--- config.mk ---
export PLATFORM = sky130hd
export DESIGN_NAME = keyboard_mouse_controller
export DESIGN_NICKNAME = d
export VERILOG_FILES = /design/src/rtl/kmc_pkg.sv /design/src/rtl/keyboard_mouse_controller.sv /design/src/rtl/kmc_div.sv
export SDC_FILE = /design/constraint.sdc
export NUM_CORES = 1
export LEC_CHECK = 0
export BUFFER_PORTS_ARGS = -buffer_cell sky130_fd_sc_hd__buf_2
export CAP_MARGIN = 0
export CORE_UTILIZATION = 64
export DETAILED_ROUTE_END_ITERATION = 7
export PLACE_DENSITY = 0.84
export SYNTH_ARGS = -nofsm -noshare
export SYNTH_HDL_FRONTEND = slang
export SYNTH_SLANG_ARGS = --single-unit
--- constraint.sdc ---
create_clock -name clk_i -period 6.5 [get_ports clk_i]
set_input_delay 0.325 -clock clk_i [delete_from_list [all_inputs] [get_ports clk_i]]
set_output_delay 0.325 -clock clk_i [all_outputs]
set_load 0.01 [all_outputs]
--- src/rtl/kmc_pkg.sv ---
// Package for the keyboard/mouse controller: opcodes, command codes and
// reply header bytes. No dependencies.
`default_nettype none
package kmc_pkg;

  localparam logic [2:0] OP_HOST  = 3'd0;
  localparam logic [2:0] OP_MOVE  = 3'd1;
  localparam logic [2:0] OP_BTN   = 3'd2;
  localparam logic [2:0] OP_KEY   = 3'd3;
  localparam logic [2:0] OP_JOY   = 3'd4;
  localparam logic [2:0] OP_TICK  = 3'd5;

  localparam logic [1:0] MODE_REL = 2'd0;
  localparam logic [1:0] MODE_ABS = 2'd1;
  localparam logic [1:0] MODE_OFF = 2'd2;

  localparam logic [7:0] CMD_RESET    = 8'h80;
  localparam logic [7:0] CMD_BTNACT   = 8'h07;
  localparam logic [7:0] CMD_REL      = 8'h08;
  localparam logic [7:0] CMD_ABS      = 8'h09;
  localparam logic [7:0] CMD_KEYCODE  = 8'h0a;
  localparam logic [7:0] CMD_THRESH   = 8'h0b;
  localparam logic [7:0] CMD_SCALE    = 8'h0c;
  localparam logic [7:0] CMD_INTERROG = 8'h0d;
  localparam logic [7:0] CMD_LOADPOS  = 8'h0e;
  localparam logic [7:0] CMD_YUP      = 8'h0f;
  localparam logic [7:0] CMD_YDOWN    = 8'h10;
  localparam logic [7:0] CMD_DISABLE  = 8'h12;
  localparam logic [7:0] CMD_JOYINT   = 8'h16;
  localparam logic [7:0] CMD_JOYMON   = 8'h17;
  localparam logic [7:0] CMD_JOYKEYS  = 8'h19;

  localparam logic [7:0] HDR_RESET = 8'hf0;
  localparam logic [7:0] HDR_POS   = 8'hf7;
  localparam logic [7:0] HDR_REL   = 8'hf8;
  localparam logic [7:0] HDR_JOYI  = 8'hfd;
  localparam logic [7:0] HDR_JOY1  = 8'hfe;
  localparam logic [7:0] HDR_JOY0  = 8'hff;

  localparam int unsigned MAX_CHUNKS = 17;

  function automatic logic [2:0] cmd_len(input logic [7:0] op);
    case (op)
      CMD_RESET, CMD_BTNACT, CMD_JOYMON:  cmd_len = 3'd2;
      CMD_KEYCODE, CMD_THRESH, CMD_SCALE: cmd_len = 3'd3;
      CMD_ABS:                            cmd_len = 3'd5;
      CMD_LOADPOS:                        cmd_len = 3'd6;
      CMD_JOYKEYS:                        cmd_len = 3'd7;
      default:                            cmd_len = 3'd1;
    endcase
  endfunction

endpackage
`default_nettype wire

--- src/rtl/keyboard_mouse_controller.sv ---
// Keyboard/mouse/joystick controller: one input beat in, zero or more
// reply bytes out. Uses kmc_pkg and kmc_div.
//
// Channels: in_valid_i/in_ready_o carry one event (host byte, mouse
// move, button, key, joystick, tick). out_valid_o/out_ready_i carry reply
// bytes, out_last_o marks the final byte an event causes.
// One event is handled at a time; in_ready_o is low until all its bytes
// are taken. An absolute-mode tick runs the shared bit-serial divider
// twice, once per axis. A relative tick sends up to 17 three-byte
// packets, one byte per cycle while the receiver is ready.
// A stalled receiver holds the sequencer with the byte on the port.
// Reset clears all mouse, joystick and command-assembly state: relative
// mode, thresholds and scales 1, y down, position and ranges 0.
`default_nettype none
module keyboard_mouse_controller
  import kmc_pkg::*;
#(
  parameter int unsigned CMD_DEPTH  = 7,
  parameter int unsigned ACCUM_BITS = 12
) (
  input  wire logic               clk_i,
  input  wire logic               rst_ni,
  input  wire logic               in_valid_i,
  output logic                    in_ready_o,
  input  wire logic [2:0]         opcode_i,
  input  wire logic [7:0]         data_byte_i,
  input  wire logic signed [11:0] move_x_i,
  input  wire logic signed [11:0] move_y_i,
  input  wire logic               button_index_i,
  input  wire logic               pressed_i,
  input  wire logic               joystick_index_i,
  output logic                    out_valid_o,
  input  wire logic               out_ready_i,
  output logic [7:0]              out_byte_o,
  output logic                    out_last_o
);
  localparam int unsigned A  = ACCUM_BITS;
  localparam int unsigned CW = $clog2(CMD_DEPTH + 1);
  localparam int unsigned IW = $clog2(CMD_DEPTH);
  localparam logic signed [A-1:0] AMAX = {1'b0, {(A - 1){1'b1}}};
  localparam logic signed [A-1:0] AMIN = {1'b1, {(A - 1){1'b0}}};

  typedef enum logic [3:0] {
    S_IDLE, S_EXEC, S_EMIT, S_RCHK, S_RCHUNK, S_DIVX, S_WAITX,
    S_DIVY, S_WAITY, S_JOY, S_DONE
  } state_e;

  state_e state_q;
  logic [7:0]  cmd_q [CMD_DEPTH];
  logic [CW-1:0] cnt_q;
  logic [1:0]  mode_q;
  logic signed [A-1:0] ax_q, ay_q;
  logic [1:0]  bstate_q, posted_q;
  logic [3:0]  bev_q;
  logic [15:0] pos_q [2];
  logic [15:0] rng_q [2];
  logic [7:0]  thr_q [2];
  logic [7:0]  scl_q [2];
  logic        ydown_q;
  logic [7:0]  joy_q [2];
  logic [1:0]  jpend_q;

  // reply buffer: up to 6 bytes for command replies
  logic [7:0]  rb_q [6];
  logic [2:0]  rn_q, ri_q;
  logic signed [A:0] rx_q, ry_q;
  logic [4:0]  nch_q;
  logic [1:0]  cb_q;            // byte within relative packet
  logic [1:0]  jb_q;            // joystick report phase

  logic        out_valid_q, out_last_q;
  logic [7:0]  out_byte_q;

  // divider
  logic        dv_start, dv_done;
  logic [A-1:0] dv_num, dv_quo, dv_rem;
  logic [7:0]  dv_den;
  logic        dv_neg_q;

  kmc_div #(.N(A)) u_div (
    .clk_i, .rst_ni, .start_i(dv_start), .num_i(dv_num), .den_i(dv_den),
    .done_o(dv_done), .quo_o(dv_quo), .rem_o(dv_rem)
  );

  logic        in_fire, out_fire;
  assign in_ready_o  = (state_q == S_IDLE);
  assign in_fire     = in_valid_i && in_ready_o;
  assign out_fire    = out_valid_q && out_ready_i;
  assign out_valid_o = out_valid_q;
  assign out_byte_o  = out_byte_q;
  assign out_last_o  = out_last_q;

  logic signed [A-1:0] cur_acc;
  logic [7:0]  cur_scl;
  assign cur_acc = (state_q == S_DIVX) ? ax_q : ay_q;
  assign cur_scl = (state_q == S_DIVX) ? scl_q[0] : scl_q[1];
  assign dv_start = (state_q == S_DIVX) || (state_q == S_DIVY);
  assign dv_num   = cur_acc[A-1] ? A'(-cur_acc) : cur_acc;
  assign dv_den   = (cur_scl == 8'd0) ? 8'd1 : cur_scl;

  function automatic logic signed [A:0] sat_add(input logic signed [A-1:0] a,
                                                input logic signed [11:0] d);
    logic signed [A+12:0] s;
    s = (A + 13)'(a) + (A + 13)'(d);
    if (s > (A + 13)'(AMAX)) sat_add = (A + 1)'(AMAX);
    else if (s < (A + 13)'(AMIN)) sat_add = (A + 1)'(AMIN);
    else sat_add = (A + 1)'(s);
  endfunction

  function automatic logic signed [A:0] chunk(input logic signed [A:0] v);
    if (v >= -(A + 1)'(128) && v < (A + 1)'(127)) chunk = v;
    else if (v > 0) chunk = (A + 1)'(127);
    else chunk = -(A + 1)'(128);
  endfunction

  function automatic logic [A:0] absv(input logic signed [A-1:0] v);
    absv = v[A-1] ? -(A + 1)'(v) : (A + 1)'(v);
  endfunction

  logic signed [A:0] cx, cy, sx, sy;
  logic        rc_end;
  assign cx = chunk(rx_q);
  assign cy = chunk(ry_q);
  assign sx = rx_q - cx;
  assign sy = ry_q - cy;
  assign rc_end = (sx == '0 && sy == '0) || (nch_q + 5'd1 == 5'(MAX_CHUNKS));
  logic signed [A:0] neg_y;
  assign neg_y = -(A + 1)'(ay_q);

  // absolute position update
  logic signed [A:0] q_s;
  logic signed [17:0] pnew, rng_s;
  logic [15:0] pcl;
  logic        pax;
  assign pax   = (state_q == S_WAITX);
  assign q_s   = dv_neg_q ? -(A + 1)'(dv_quo) : (A + 1)'(dv_quo);
  assign rng_s = 18'(rng_q[pax ? 0 : 1]);
  always_comb begin
    if (pax || ydown_q) pnew = 18'(pos_q[pax ? 0 : 1]) + 18'(q_s);
    else pnew = 18'(pos_q[pax ? 0 : 1]) - 18'(q_s);
    if (pnew < 0) pcl = 16'd0;
    else if (pnew > rng_s) pcl = rng_q[pax ? 0 : 1];
    else pcl = pnew[15:0];
  end

  logic [CW-1:0] cnt_n;
  logic [7:0] c0;
  assign cnt_n = cnt_q + 1'b1;
  assign c0 = (cnt_q == '0) ? data_byte_i : cmd_q[0];

  // reply length of the command in cmd_q
  logic [2:0] rn_n;
  always_comb begin
    case (cmd_q[0])
      CMD_RESET:    rn_n = (cmd_q[1] == 8'h01) ? 3'd1 : 3'd0;
      CMD_INTERROG: rn_n = 3'd6;
      CMD_JOYINT:   rn_n = 3'd3;
      default:      rn_n = 3'd0;
    endcase
  end

  // load a new byte onto the output port this cycle
  logic out_set;
  always_comb begin
    case (state_q)
      S_IDLE:   out_set = in_fire && (opcode_i == OP_KEY);
      S_EMIT:   out_set = (ri_q != rn_q) && (!out_valid_q || out_ready_i);
      S_RCHUNK: out_set = !out_valid_q || out_ready_i;
      S_JOY:    out_set = (!out_valid_q || out_ready_i) &&
                          (jb_q[1] ? jpend_q[0] : jpend_q[1]);
      default:  out_set = 1'b0;
    endcase
  end

  always_ff @(posedge clk_i or negedge rst_ni) begin
    if (!rst_ni) begin
      state_q     <= S_IDLE;
      cnt_q       <= '0;
      mode_q      <= MODE_REL;
      ax_q        <= '0;
      ay_q        <= '0;
      bstate_q    <= '0;
      posted_q    <= '0;
      bev_q       <= '0;
      pos_q[0]    <= '0;
      pos_q[1]    <= '0;
      rng_q[0]    <= '0;
      rng_q[1]    <= '0;
      thr_q[0]    <= 8'd1;
      thr_q[1]    <= 8'd1;
      scl_q[0]    <= 8'd1;
      scl_q[1]    <= 8'd1;
      ydown_q     <= 1'b1;
      joy_q[0]    <= '0;
      joy_q[1]    <= '0;
      jpend_q     <= '0;
      out_valid_q <= 1'b0;
      out_last_q  <= 1'b0;
      rn_q        <= '0;
      ri_q        <= '0;
      nch_q       <= '0;
      cb_q        <= '0;
      jb_q        <= '0;
      dv_neg_q    <= 1'b0;
    end else begin
      if (out_set) out_valid_q <= 1'b1;
      else if (out_fire) out_valid_q <= 1'b0;
      unique case (state_q)
        S_IDLE: if (in_fire) begin
          case (opcode_i)
            OP_HOST: begin
              cmd_q[cnt_q[IW-1:0]] <= data_byte_i;
              if (cnt_n >= CW'(cmd_len(c0)) || cnt_n >= CW'(CMD_DEPTH)) begin
                cnt_q   <= '0;
                state_q <= S_EXEC;
              end else begin
                cnt_q <= cnt_n;
              end
            end
            OP_MOVE: begin
              ax_q <= A'(sat_add(ax_q, move_x_i));
              ay_q <= A'(sat_add(ay_q, move_y_i));
            end
            OP_BTN: begin
              bstate_q[~button_index_i] <= pressed_i;
              if (button_index_i) bev_q[{1'b0, ~pressed_i}] <= 1'b1;
              else bev_q[{1'b1, ~pressed_i}] <= 1'b1;
            end
            OP_KEY: begin
              out_byte_q  <= {~pressed_i, data_byte_i[6:0]};
              out_last_q  <= 1'b1;
              state_q     <= S_DONE;
            end
            OP_JOY: begin
              if (joy_q[joystick_index_i] != data_byte_i) begin
                joy_q[joystick_index_i]   <= data_byte_i;
                jpend_q[joystick_index_i] <= 1'b1;
              end
            end
            OP_TICK: begin
              jb_q   <= '0;
              if (mode_q == MODE_REL) state_q <= S_RCHK;
              else if (mode_q == MODE_ABS) state_q <= S_DIVX;
              else begin
                ax_q    <= '0;
                ay_q    <= '0;
                state_q <= S_JOY;
              end
            end
            default: ;
          endcase
        end
        S_EXEC: begin
          // cmd_q now holds the full command
          rn_q   <= rn_n;
          ri_q   <= '0;
          state_q <= S_EMIT;
          case (cmd_q[0])
            CMD_RESET: rb_q[0] <= HDR_RESET;
            CMD_REL: mode_q <= MODE_REL;
            CMD_ABS: begin
              mode_q   <= MODE_ABS;
              rng_q[0] <= {cmd_q[1], cmd_q[2]};
              rng_q[1] <= {cmd_q[3], cmd_q[4]};
            end
            CMD_THRESH: begin
              thr_q[0] <= cmd_q[1];
              thr_q[1] <= cmd_q[2];
            end
            CMD_SCALE: begin
              scl_q[0] <= cmd_q[1];
              scl_q[1] <= cmd_q[2];
            end
            CMD_INTERROG: begin
              rb_q[0] <= HDR_POS;
              rb_q[1] <= {4'd0, bev_q};
              rb_q[2] <= pos_q[0][15:8];
              rb_q[3] <= pos_q[0][7:0];
              rb_q[4] <= pos_q[1][15:8];
              rb_q[5] <= pos_q[1][7:0];
              bev_q   <= '0;
            end
            CMD_LOADPOS: begin
              pos_q[0] <= ({cmd_q[2], cmd_q[3]} < rng_q[0]) ? {cmd_q[2], cmd_q[3]}
                                                            : rng_q[0];
              pos_q[1] <= ({cmd_q[4], cmd_q[5]} < rng_q[1]) ? {cmd_q[4], cmd_q[5]}
                                                            : rng_q[1];
            end
            CMD_YUP:     ydown_q <= 1'b0;
            CMD_YDOWN:   ydown_q <= 1'b1;
            CMD_DISABLE: mode_q  <= MODE_OFF;
            CMD_JOYINT: begin
              rb_q[0] <= HDR_JOYI;
              rb_q[1] <= joy_q[1];
              rb_q[2] <= joy_q[0];
            end
            default: ;
          endcase
        end
        S_EMIT: begin
          if (ri_q == rn_q) state_q <= S_IDLE;
          else if (!out_valid_q || out_ready_i) begin
            out_byte_q  <= rb_q[ri_q];
            out_last_q  <= (ri_q + 3'd1 == rn_q);
            ri_q        <= ri_q + 3'd1;
            if (ri_q + 3'd1 == rn_q) state_q <= S_DONE;
          end
        end
        S_RCHK: begin
          if (posted_q != bstate_q || absv(ax_q) >= (A + 1)'(thr_q[0]) ||
              absv(ay_q) >= (A + 1)'(thr_q[1])) begin
            posted_q <= bstate_q;
            rx_q     <= (A + 1)'(ax_q);
            ry_q     <= ydown_q ? (A + 1)'(ay_q) : neg_y;
            nch_q    <= '0;
            cb_q     <= '0;
            state_q  <= S_RCHUNK;
          end else state_q <= S_JOY;
        end
        S_RCHUNK: if (!out_valid_q || out_ready_i) begin
          case (cb_q)
            2'd0: begin
              out_byte_q <= HDR_REL | {6'd0, posted_q};
              out_last_q <= 1'b0;
              cb_q       <= 2'd1;
            end
            2'd1: begin
              out_byte_q <= cx[7:0];
              out_last_q <= 1'b0;
              cb_q       <= 2'd2;
            end
            default: begin
              out_byte_q <= cy[7:0];
              out_last_q <= rc_end && (jpend_q == '0);
              cb_q       <= 2'd0;
              rx_q  <= sx;
              ry_q  <= sy;
              nch_q <= nch_q + 5'd1;
              if (rc_end) begin
                ax_q <= A'(sx);
                ay_q <= ydown_q ? A'(sy) : A'(-sy);
                if (jpend_q == '0) state_q <= S_DONE;
                else state_q <= S_JOY;
              end
            end
          endcase
        end
        S_DIVX: begin
          dv_neg_q <= ax_q[A-1];
          state_q  <= S_WAITX;
        end
        S_WAITX: if (dv_done) begin
          pos_q[0] <= pcl;
          ax_q     <= dv_neg_q ? A'(-dv_rem) : dv_rem;
          state_q  <= S_DIVY;
        end
        S_DIVY: begin
          dv_neg_q <= ay_q[A-1];
          state_q  <= S_WAITY;
        end
        S_WAITY: if (dv_done) begin
          pos_q[1] <= pcl;
          ay_q     <= dv_neg_q ? A'(-dv_rem) : dv_rem;
          state_q  <= S_JOY;
        end
        S_JOY: if (!out_valid_q || out_ready_i) begin
          // phases: 0 j1 header, 1 j1 state, 2 j0 header, 3 j0 state
          if (jb_q[1] == 1'b0 && !jpend_q[1]) jb_q <= 2'd2;
          else if (jb_q[1] == 1'b1 && !jpend_q[0]) state_q <= S_DONE;
          else begin
            jb_q        <= jb_q + 2'd1;
            case (jb_q)
              2'd0: begin out_byte_q <= HDR_JOY1; out_last_q <= 1'b0; end
              2'd1: begin
                out_byte_q <= joy_q[1];
                jpend_q[1] <= 1'b0;
                out_last_q <= !jpend_q[0];
                if (!jpend_q[0]) state_q <= S_DONE;
              end
              2'd2: begin out_byte_q <= HDR_JOY0; out_last_q <= 1'b0; end
              default: begin
                out_byte_q <= joy_q[0];
                jpend_q[0] <= 1'b0;
                out_last_q <= 1'b1;
                state_q    <= S_DONE;
              end
            endcase
          end
        end
        S_DONE: if (!out_valid_q || out_fire) state_q <= S_IDLE;
        default: state_q <= S_IDLE;
      endcase
    end
  end

  a_last_idle: assert property (@(posedge clk_i) disable iff (!rst_ni)
    (out_fire && out_last_q) |=> state_q == S_IDLE)
    else $error("last beat did not end event");
  a_ready_quiet: assert property (@(posedge clk_i) disable iff (!rst_ni)
    in_ready_o |-> !out_valid_q)
    else $error("accepting while output pending");
  a_cnt_range: assert property (@(posedge clk_i) disable iff (!rst_ni)
    cnt_q < CW'(CMD_DEPTH))
    else $error("command count overrun");
endmodule
`default_nettype wire

--- src/rtl/kmc_div.sv ---
// Restoring divider, one quotient bit per cycle, for absolute scaling.
// Unsigned magnitude in, sign handled by caller. No dependencies.
`default_nettype none
module kmc_div #(
  parameter int unsigned N = 12
) (
  input  wire logic         clk_i,
  input  wire logic         rst_ni,
  input  wire logic         start_i,
  input  wire logic [N-1:0] num_i,
  input  wire logic [7:0]   den_i,
  output logic              done_o,
  output logic [N-1:0]      quo_o,
  output logic [N-1:0]      rem_o
);
  localparam int unsigned CW = $clog2(N + 1);
  logic [CW-1:0] cnt_q;
  logic          busy_q;
  logic [N-1:0]  num_q;
  logic [N:0]    rem_q;
  logic [7:0]    den_q;
  logic [N:0]    trial;
  logic [N:0]    shifted;

  assign shifted = {rem_q[N-1:0], num_q[N-1]};
  assign trial   = shifted - {{(N - 7){1'b0}}, den_q};

  always_ff @(posedge clk_i or negedge rst_ni) begin
    if (!rst_ni) begin
      busy_q <= 1'b0;
      cnt_q  <= '0;
      done_o <= 1'b0;
      num_q  <= '0;
      rem_q  <= '0;
      den_q  <= '0;
    end else begin
      done_o <= !start_i && busy_q && (cnt_q == CW'(1));
      if (start_i) begin
        busy_q <= 1'b1;
        cnt_q  <= CW'(N);
        num_q  <= num_i;
        rem_q  <= '0;
        den_q  <= den_i;
      end else if (busy_q) begin
        // shift in one numerator bit, subtract if it fits
        if (!trial[N]) begin
          rem_q <= trial;
          num_q <= {num_q[N-2:0], 1'b1};
        end else begin
          rem_q <= shifted;
          num_q <= {num_q[N-2:0], 1'b0};
        end
        cnt_q <= cnt_q - 1'b1;
        if (cnt_q == CW'(1)) begin
          busy_q <= 1'b0;
        end
      end
    end
  end

  assign quo_o = num_q;
  assign rem_o = rem_q[N-1:0];
endmodule
`default_nettype wire

After elaboration in Yosys (flattened, before gate mapping)
Memories as Yosys holds them, arrays and structs flattened.
Cells that the tools add are included.
{ "classes": {"n_addsub": 18, "order_cmp": 29, "n_eq_ne": 79, "n_mux": 190, "bitwise": 12, "n_reduce_logical": 87} }
{ "ops": {"columns": ["operator", "count"], "rows": [
  ["$mux W12", 24],
  ["$mux W13", 14],
  ["$mux W16", 11],
  ["$mux W8", 19],
  ["$eq A8 B4 Y1 const B", 12],
  ["$mux W4", 24],
  ["$pmux W12 S3", 2],
  ["$pmux W16 S2", 2],
  ["$pmux W13 S2", 2],
  ["$pmux W12 S2", 2],
  ["$pmux W4 S11", 1],
  ["$eq A8 B5 Y1 const B", 5],
  ["$neg A12 Y13", 3],
  ["$mux W1", 37],
  ["$neg A12 Y12", 3],
  ["$ge A32 B2 Y1 const B", 1],
  ["$lt A16 B16 Y1", 2],
  ["$mux W32", 1],
  ["$not A1 Y32", 1],
  ["$pmux W8 S4", 1],
  ["$mux W2", 14],
  ["$reduce_and A9 Y1", 3],
  ["$add A12 B12 Y13", 2],
  ["$ge A13 B8 Y1", 2],
  ["92 further kinds", 227]
]} }
{ "totals": {"register_bits": 246, "ramBits": 104, "in_bits": 42, "output_inout_bits": 11, "word_cells": 455, "n_memories": 2} }
{ "memory_table": {"columns": ["memory", "words", "width", "read_ports", "rd_clocked_by_memory_dff", "wr", "line", "source"], "rows": [
  ["cmd_q", 7, 8, 6, 0, 1, "keyboard_mouse_controller.sv:49", "logic [7:0] cmd_q [CMD_DEPTH];"],
  ["rb_q", 6, 8, 1, 0, 6, "keyboard_mouse_controller.sv:64", "logic [7:0] rb_q [6];"]
]} }

Logic depth before layout (Yosys ltp)
{ "logic_depth": {"ltp_word": 14, "ltp_mapped": 27, "depth_no_buf": 25} }

By module
From an unflattened synthesis, not the netlist that was laid out.
{ "unflattened": {"hier_cells": 2585, "area_unflattened_um2": 23774.1} }
{ "by_module_without_submodules": {"columns": ["mod", "n_inst", "cells_each", "area_per_inst_um2", "seq_area_each_um2"], "rows": [
  ["keyboard_mouse_controller", 1, 2349, 21554.4, 8084.0],
  ["kmc_div", 1, 236, 2219.6, 950.9]
]} }

Worst setup path before layout
Ideal clock, no wire load.
{ "synth_timing": {"path_kind": "register -> register", "startpoint": "register u_div.num_q[0], in the netlist u_div.quo_o[0]", "endpoint": "register pos_q[29] (netlist name)", "setup_time_ns": 0.146, "arrival_ns": 5.385, "required_ns": 6.354, "setup_slack_ns": 0.969, "path_stages_with_launch": 25, "path_buffers": 2, "synth_period_minus_slack_ns": 5.531, "cell_sequence": "dfrtp_1 inv_1 ha_1 or3b_2 a221oi_2 nand2_1 or4b_1 o21ai_0 xnor2_1 ha_1 a21oi_1 nand2_1 a31o_2 a311o_1 nand3_1 ha_1 and4_1 nand4_1 o21ai_0 a21oi_1 clkbuf_1 clkbuf_1 o21ai_0 a31oi_1 a211oi_2"} }
{ "synth_via": {"elab_chain_cells": 9, "word_cells_on_any_way": 11, "cone_classes": "add/sub (3); order compare (2); mux (6)"} }
{ "synth_lines": {"columns": ["item", "line", "source"], "rows": [
  ["start, declared", "kmc_div.sv:19", "logic [N-1:0] num_q;"],
  ["start signal, assigned", "kmc_div.sv:41", "num_q <= num_i;"],
  ["start signal, assigned", "kmc_div.sv:48", "num_q <= {num_q[N-2:0], 1'b1};"],
  ["start signal, assigned", "kmc_div.sv:51", "num_q <= {num_q[N-2:0], 1'b0};"],
  ["$neg A12 Y13", "keyboard_mouse_controller.sv:136", "assign q_s = dv_neg_q ? -(A + 1)'(dv_quo) : (A + 1)'(dv_quo);"],
  ["$mux W13 (*)", "keyboard_mouse_controller.sv:136", null],
  ["$sub A17 B13 Y18 or $add A17 B13 Y18 (tied branches)", "keyboard_mouse_controller.sv:140, keyboard_mouse_controller.sv:139", null],
  ["$mux W18 (*)", "keyboard_mouse_controller.sv:139", "if (pax || ydown_q) pnew = 18'(pos_q[pax ? 0 : 1]) + 18'(q_s);"],
  ["$gt A18 B17 Y1", "keyboard_mouse_controller.sv:142", "else if (pnew > rng_s) pcl = rng_q[pax ? 0 : 1];"],
  ["$mux W16", "keyboard_mouse_controller.sv:142", null],
  ["$mux W16 (*)", "keyboard_mouse_controller.sv:141", "if (pnew < 0) pcl = 16'd0;"],
  ["$mux W16 (*)", "keyboard_mouse_controller.sv:352", "S_WAITX: if (dv_done) begin"],
  ["$pmux W16 S2 (*)", "keyboard_mouse_controller.sv:208", "unique case (state_q)"],
  ["end, declared", "keyboard_mouse_controller.sv:55", "logic [15:0] pos_q [2];"]
]} }
Every way passes the cells marked *; elsewhere a longest branch is shown, timed or not. The select of a mux whose other input is x is not followed.
A chain may end at the register's enable or synchronous reset.

Worst setup path in the final report
{ "layout_timing": {"startpoint": "register u_div.num_q[0], in the netlist u_div.quo_o[0]", "endpoint": "register pos_q[23] (netlist name)"} }
The elaborated chain is that of the path after synthesis.

==> metrics <==
Pins Over Slew Limit=0; area of the mapped netlist=24000 sq um; Post-DP HPWL=55900 um; Warnings, synthesis=0; Syn Area/Cell=9.08 sq um; Hold Violations, Final=0; post-route ant nets=0; # rows=70; drt drc=0; n_diodes=0; RSZ-0062 raised after global routing=false; async set-reset flop share out of synthesis=62.9%; area occupied by multi-input gates=14100 sq um; fin crit period=6.06 ns; grt total ovfl=0; Hold Path Depth=3; startpoint types=register; Num Clock Sinks=337; first-pass detailed-route iteration total=6; outcome=completed; final setup violating endpoints=0; CTS Buf Count=37; commonest cells in the netlist=nand2_1, nor2_1, dfrtp_1; dpl cell area=24700 sq um; PortBufs=52; final worst-path cycle share=93.2%; slew margin rel.=13.1%; most frequent cell after synthesis=nand2_1; Distinct cells, synth=92; reg2reg setup slack=0.44 ns; Worst-Skew Late Latency=0.57 ns; largest net degree at the start of global routing=117; post-synthesis sequential area ratio=37.6%; via count=21.4k; Die X=196 um; root buffer cell=clkbuf_16; TritonCTS clock tree=yes; Initial Utilization=65.4%; Final Instance Area=25900 sq um; worst reg2reg path startpoint=u_div.quo_o[0]$_DFFE_PN0P_; TNS Setup=0 ns; hold_sp=button_index_i; class of the worst hold path=input pin to register; Power Density=547 nW/um^2; antenna violations before repair=1; area of the core=36800 sq um; Pleak=0.0109 uW; DRT iter0 DRCs=2589; R2R cell count=23; area share of the largest cell type after synthesis=21.5%; Synth area leader=dfrtp_1; wire length per cell=24.0 um; Fmax achieved=0.165 GHz; cells after synthesis=2647; top_reg_cell synth=dfrtp_1; clock slew at reported path FFs=0.07 ns; GRT Overall Usage=39.0%; die area=38400 sq um; WS Path Type=register to register; CP endpoint kind=register; H-tree levels=2; RR Endpoint=pos_q[23]$_DFFE_PN0P_; first-pass GRT wire length=116000 um; hold worst-path end=bev_q[0]$_DFFE_PN0P_; Die Height=196 um; Peak VDD IR=0.853 mV; post-layout power=14200 uW; GPL Wtd Cong=1.08; #FFs+latches synth=337; layout cells sized above 1=11.3%; number of global-route vias before repair=20.3k; post-CTS setup buffer count=0; transition time of the tightest slew-check pin=1.30 ns; Clock Path Buffers=3; required time worst endpoint=6.91 ns; Area growth, synth to finish=7.64%; Filler Cell Count=2782; # IOs=53; number of vias per cell=6.83; WL final=75200 um; FF/Latch Area=9030 sq um; Fin Clk Skew=0.0345 ns; fin nets=2847; Worst Path Arrival=6.47 ns; largest cells by area after synthesis=dfrtp_1, edfxtp_1, ha_1; post-place setup slack=0.425 ns; final setup margin=0.444 ns; Mapped Nets=2853; Critical Path Fanout Max=27; EDFF count, synth=122; Max Cap Violations=0
## report_power, final
group | leakage, uW | switching [uW] | total (uW) | internal, uW
logic | 0.00645 | 5150 | 8500 | 3350
clock network | 0.000589 | 921 | 2130 | 1210
registers | 0.00390 | 817 | 3530 | 2710
total | 0.0109 | 6890 | 14200 | 7270
## metal layers
layer | global-route usage [%] | part of all wire (%) | vias up
met5 | 0 | 0 | -
met4 | 24.7 | 7.1 | 0
met3 | 5.79 | 8.7 | 303
met2 | 62.8 | 46 | 1193
met1 | 49.6 | 38 | 10300
li1 | - | - | 9657
## cell usage in the layout, fill, tap and decap left out, types with 75 or more instances in the layout
cell	synthesis	layout
ha_1	158	157
nor2_1	228	228
nand2_1	276	276
dfrtp_1	207	207
edfxtp_1	122	122
a21oi_1	193	192
o21ai_0	165	164
mux2i_1	77	77
nand3_1	75	75
xnor2_1	86	86
inv_1	115	115
mux2_2	107	107
## cell type report
type,instances,share of cell area [%]
Clock buffer,48,3.81
Clock inverter,19,0.846
Inverter,116,1.68
Multi-Input combinational cell,2063,54.4
Sequential cell,337,34.9
Tap cell,468,2.26
Timing Repair Buffer,86,2.13
## worst max-delay path by stage
stage                                           from               endpoint  cells past startpoint
final                     u_div.quo_o[0]$_DFFE_PN0P_  pos_q[23]$_DFFE_PN0P_                     23
after global routing      u_div.quo_o[0]$_DFFE_PN0P_  pos_q[16]$_DFFE_PN0P_                     24
after CTS                 u_div.quo_o[0]$_DFFE_PN0P_  pos_q[29]$_DFFE_PN0P_                     23
after detailed placement  u_div.quo_o[0]$_DFFE_PN0P_  pos_q[17]$_DFFE_PN0P_                     23
after global placement    u_div.quo_o[0]$_DFFE_PN0P_  pos_q[17]$_DFFE_PN0P_                     23
after floorplan           u_div.quo_o[0]$_DFFE_PN0P_  pos_q[29]$_DFFE_PN0P_                     24
## kinds of logic after synthesis
kind of cell | count (synthesis) | synth area share, %
muxes | 189 | 8.68
and+or+nand+nor | 868 | 17.1
DFF | 337 | 37.6
adders and majority gates | 165 | 8.76
AOI/OAI and AO/OA | 704 | 18.8
buffers and inverters | 247 | 4.04
xor gates and xnor gates | 137 | 5.02
## registers in the layout (all words and copies together), names as in the netlist, 3 cells and up
register and flops:
u_div.cnt_q 4, rb_q 43, nch_q 5, scl_q 16
u_div.rem_q 12, cnt_q 3, pos_q 32, ri_q 3
ry_q 13, out_byte_o 8, joy_q 16, ay_q 12
thr_q 16, u_div.quo_o 12, u_div.den_q 8, rx_q 13
ax_q 12, rn_q 3, bev_q 4, cmd_q 48
state_q 4, rng_q 32
## repair_timing
| item | 4_1_cts | 5_1_grt |
|---|---|---|
| endpoints found under the setup margin | 0 | 17 |
| hold endpoints to repair | 41 | 0 |
| hold buffers | 1 | 0 |
| resized for setup | 0 | 2 |
## stage by stage
step	hold slack, ns	utilization (%)	std cells
finish	0.0884	70.4	3137
global placement	0.286	67.0	3068
detailed placement	0.283	67.1	3069
CTS	0.0788	70.4	3137
floorplan	0.0294	-	2647
global route	0.122	70.4	3137
## worst max-delay path: stages (launching register included)
cell and delay, ns:
dfrtp_1 0.45, inv_1 0.14, ha_2 0.27, or3b_2 0.47, a221oi_2 0.37, nand2_1 0.16, or4b_1 0.56, o21ai_1 0.19
xor2_1 0.19, ha_1 0.32, a21oi_1 0.27, o211ai_1 0.13, a21oi_1 0.24, o21bai_1 0.12, a21oi_1 0.18, xnor2_1 0.18
ha_1 0.30, a211oi_1 0.24, o221a_2 0.21, a21oi_1 0.12, buf_12 0.20, or3_1 0.34, a31oi_1 0.19, a211oi_1 0.08
(Power assumes the default switching activity.)
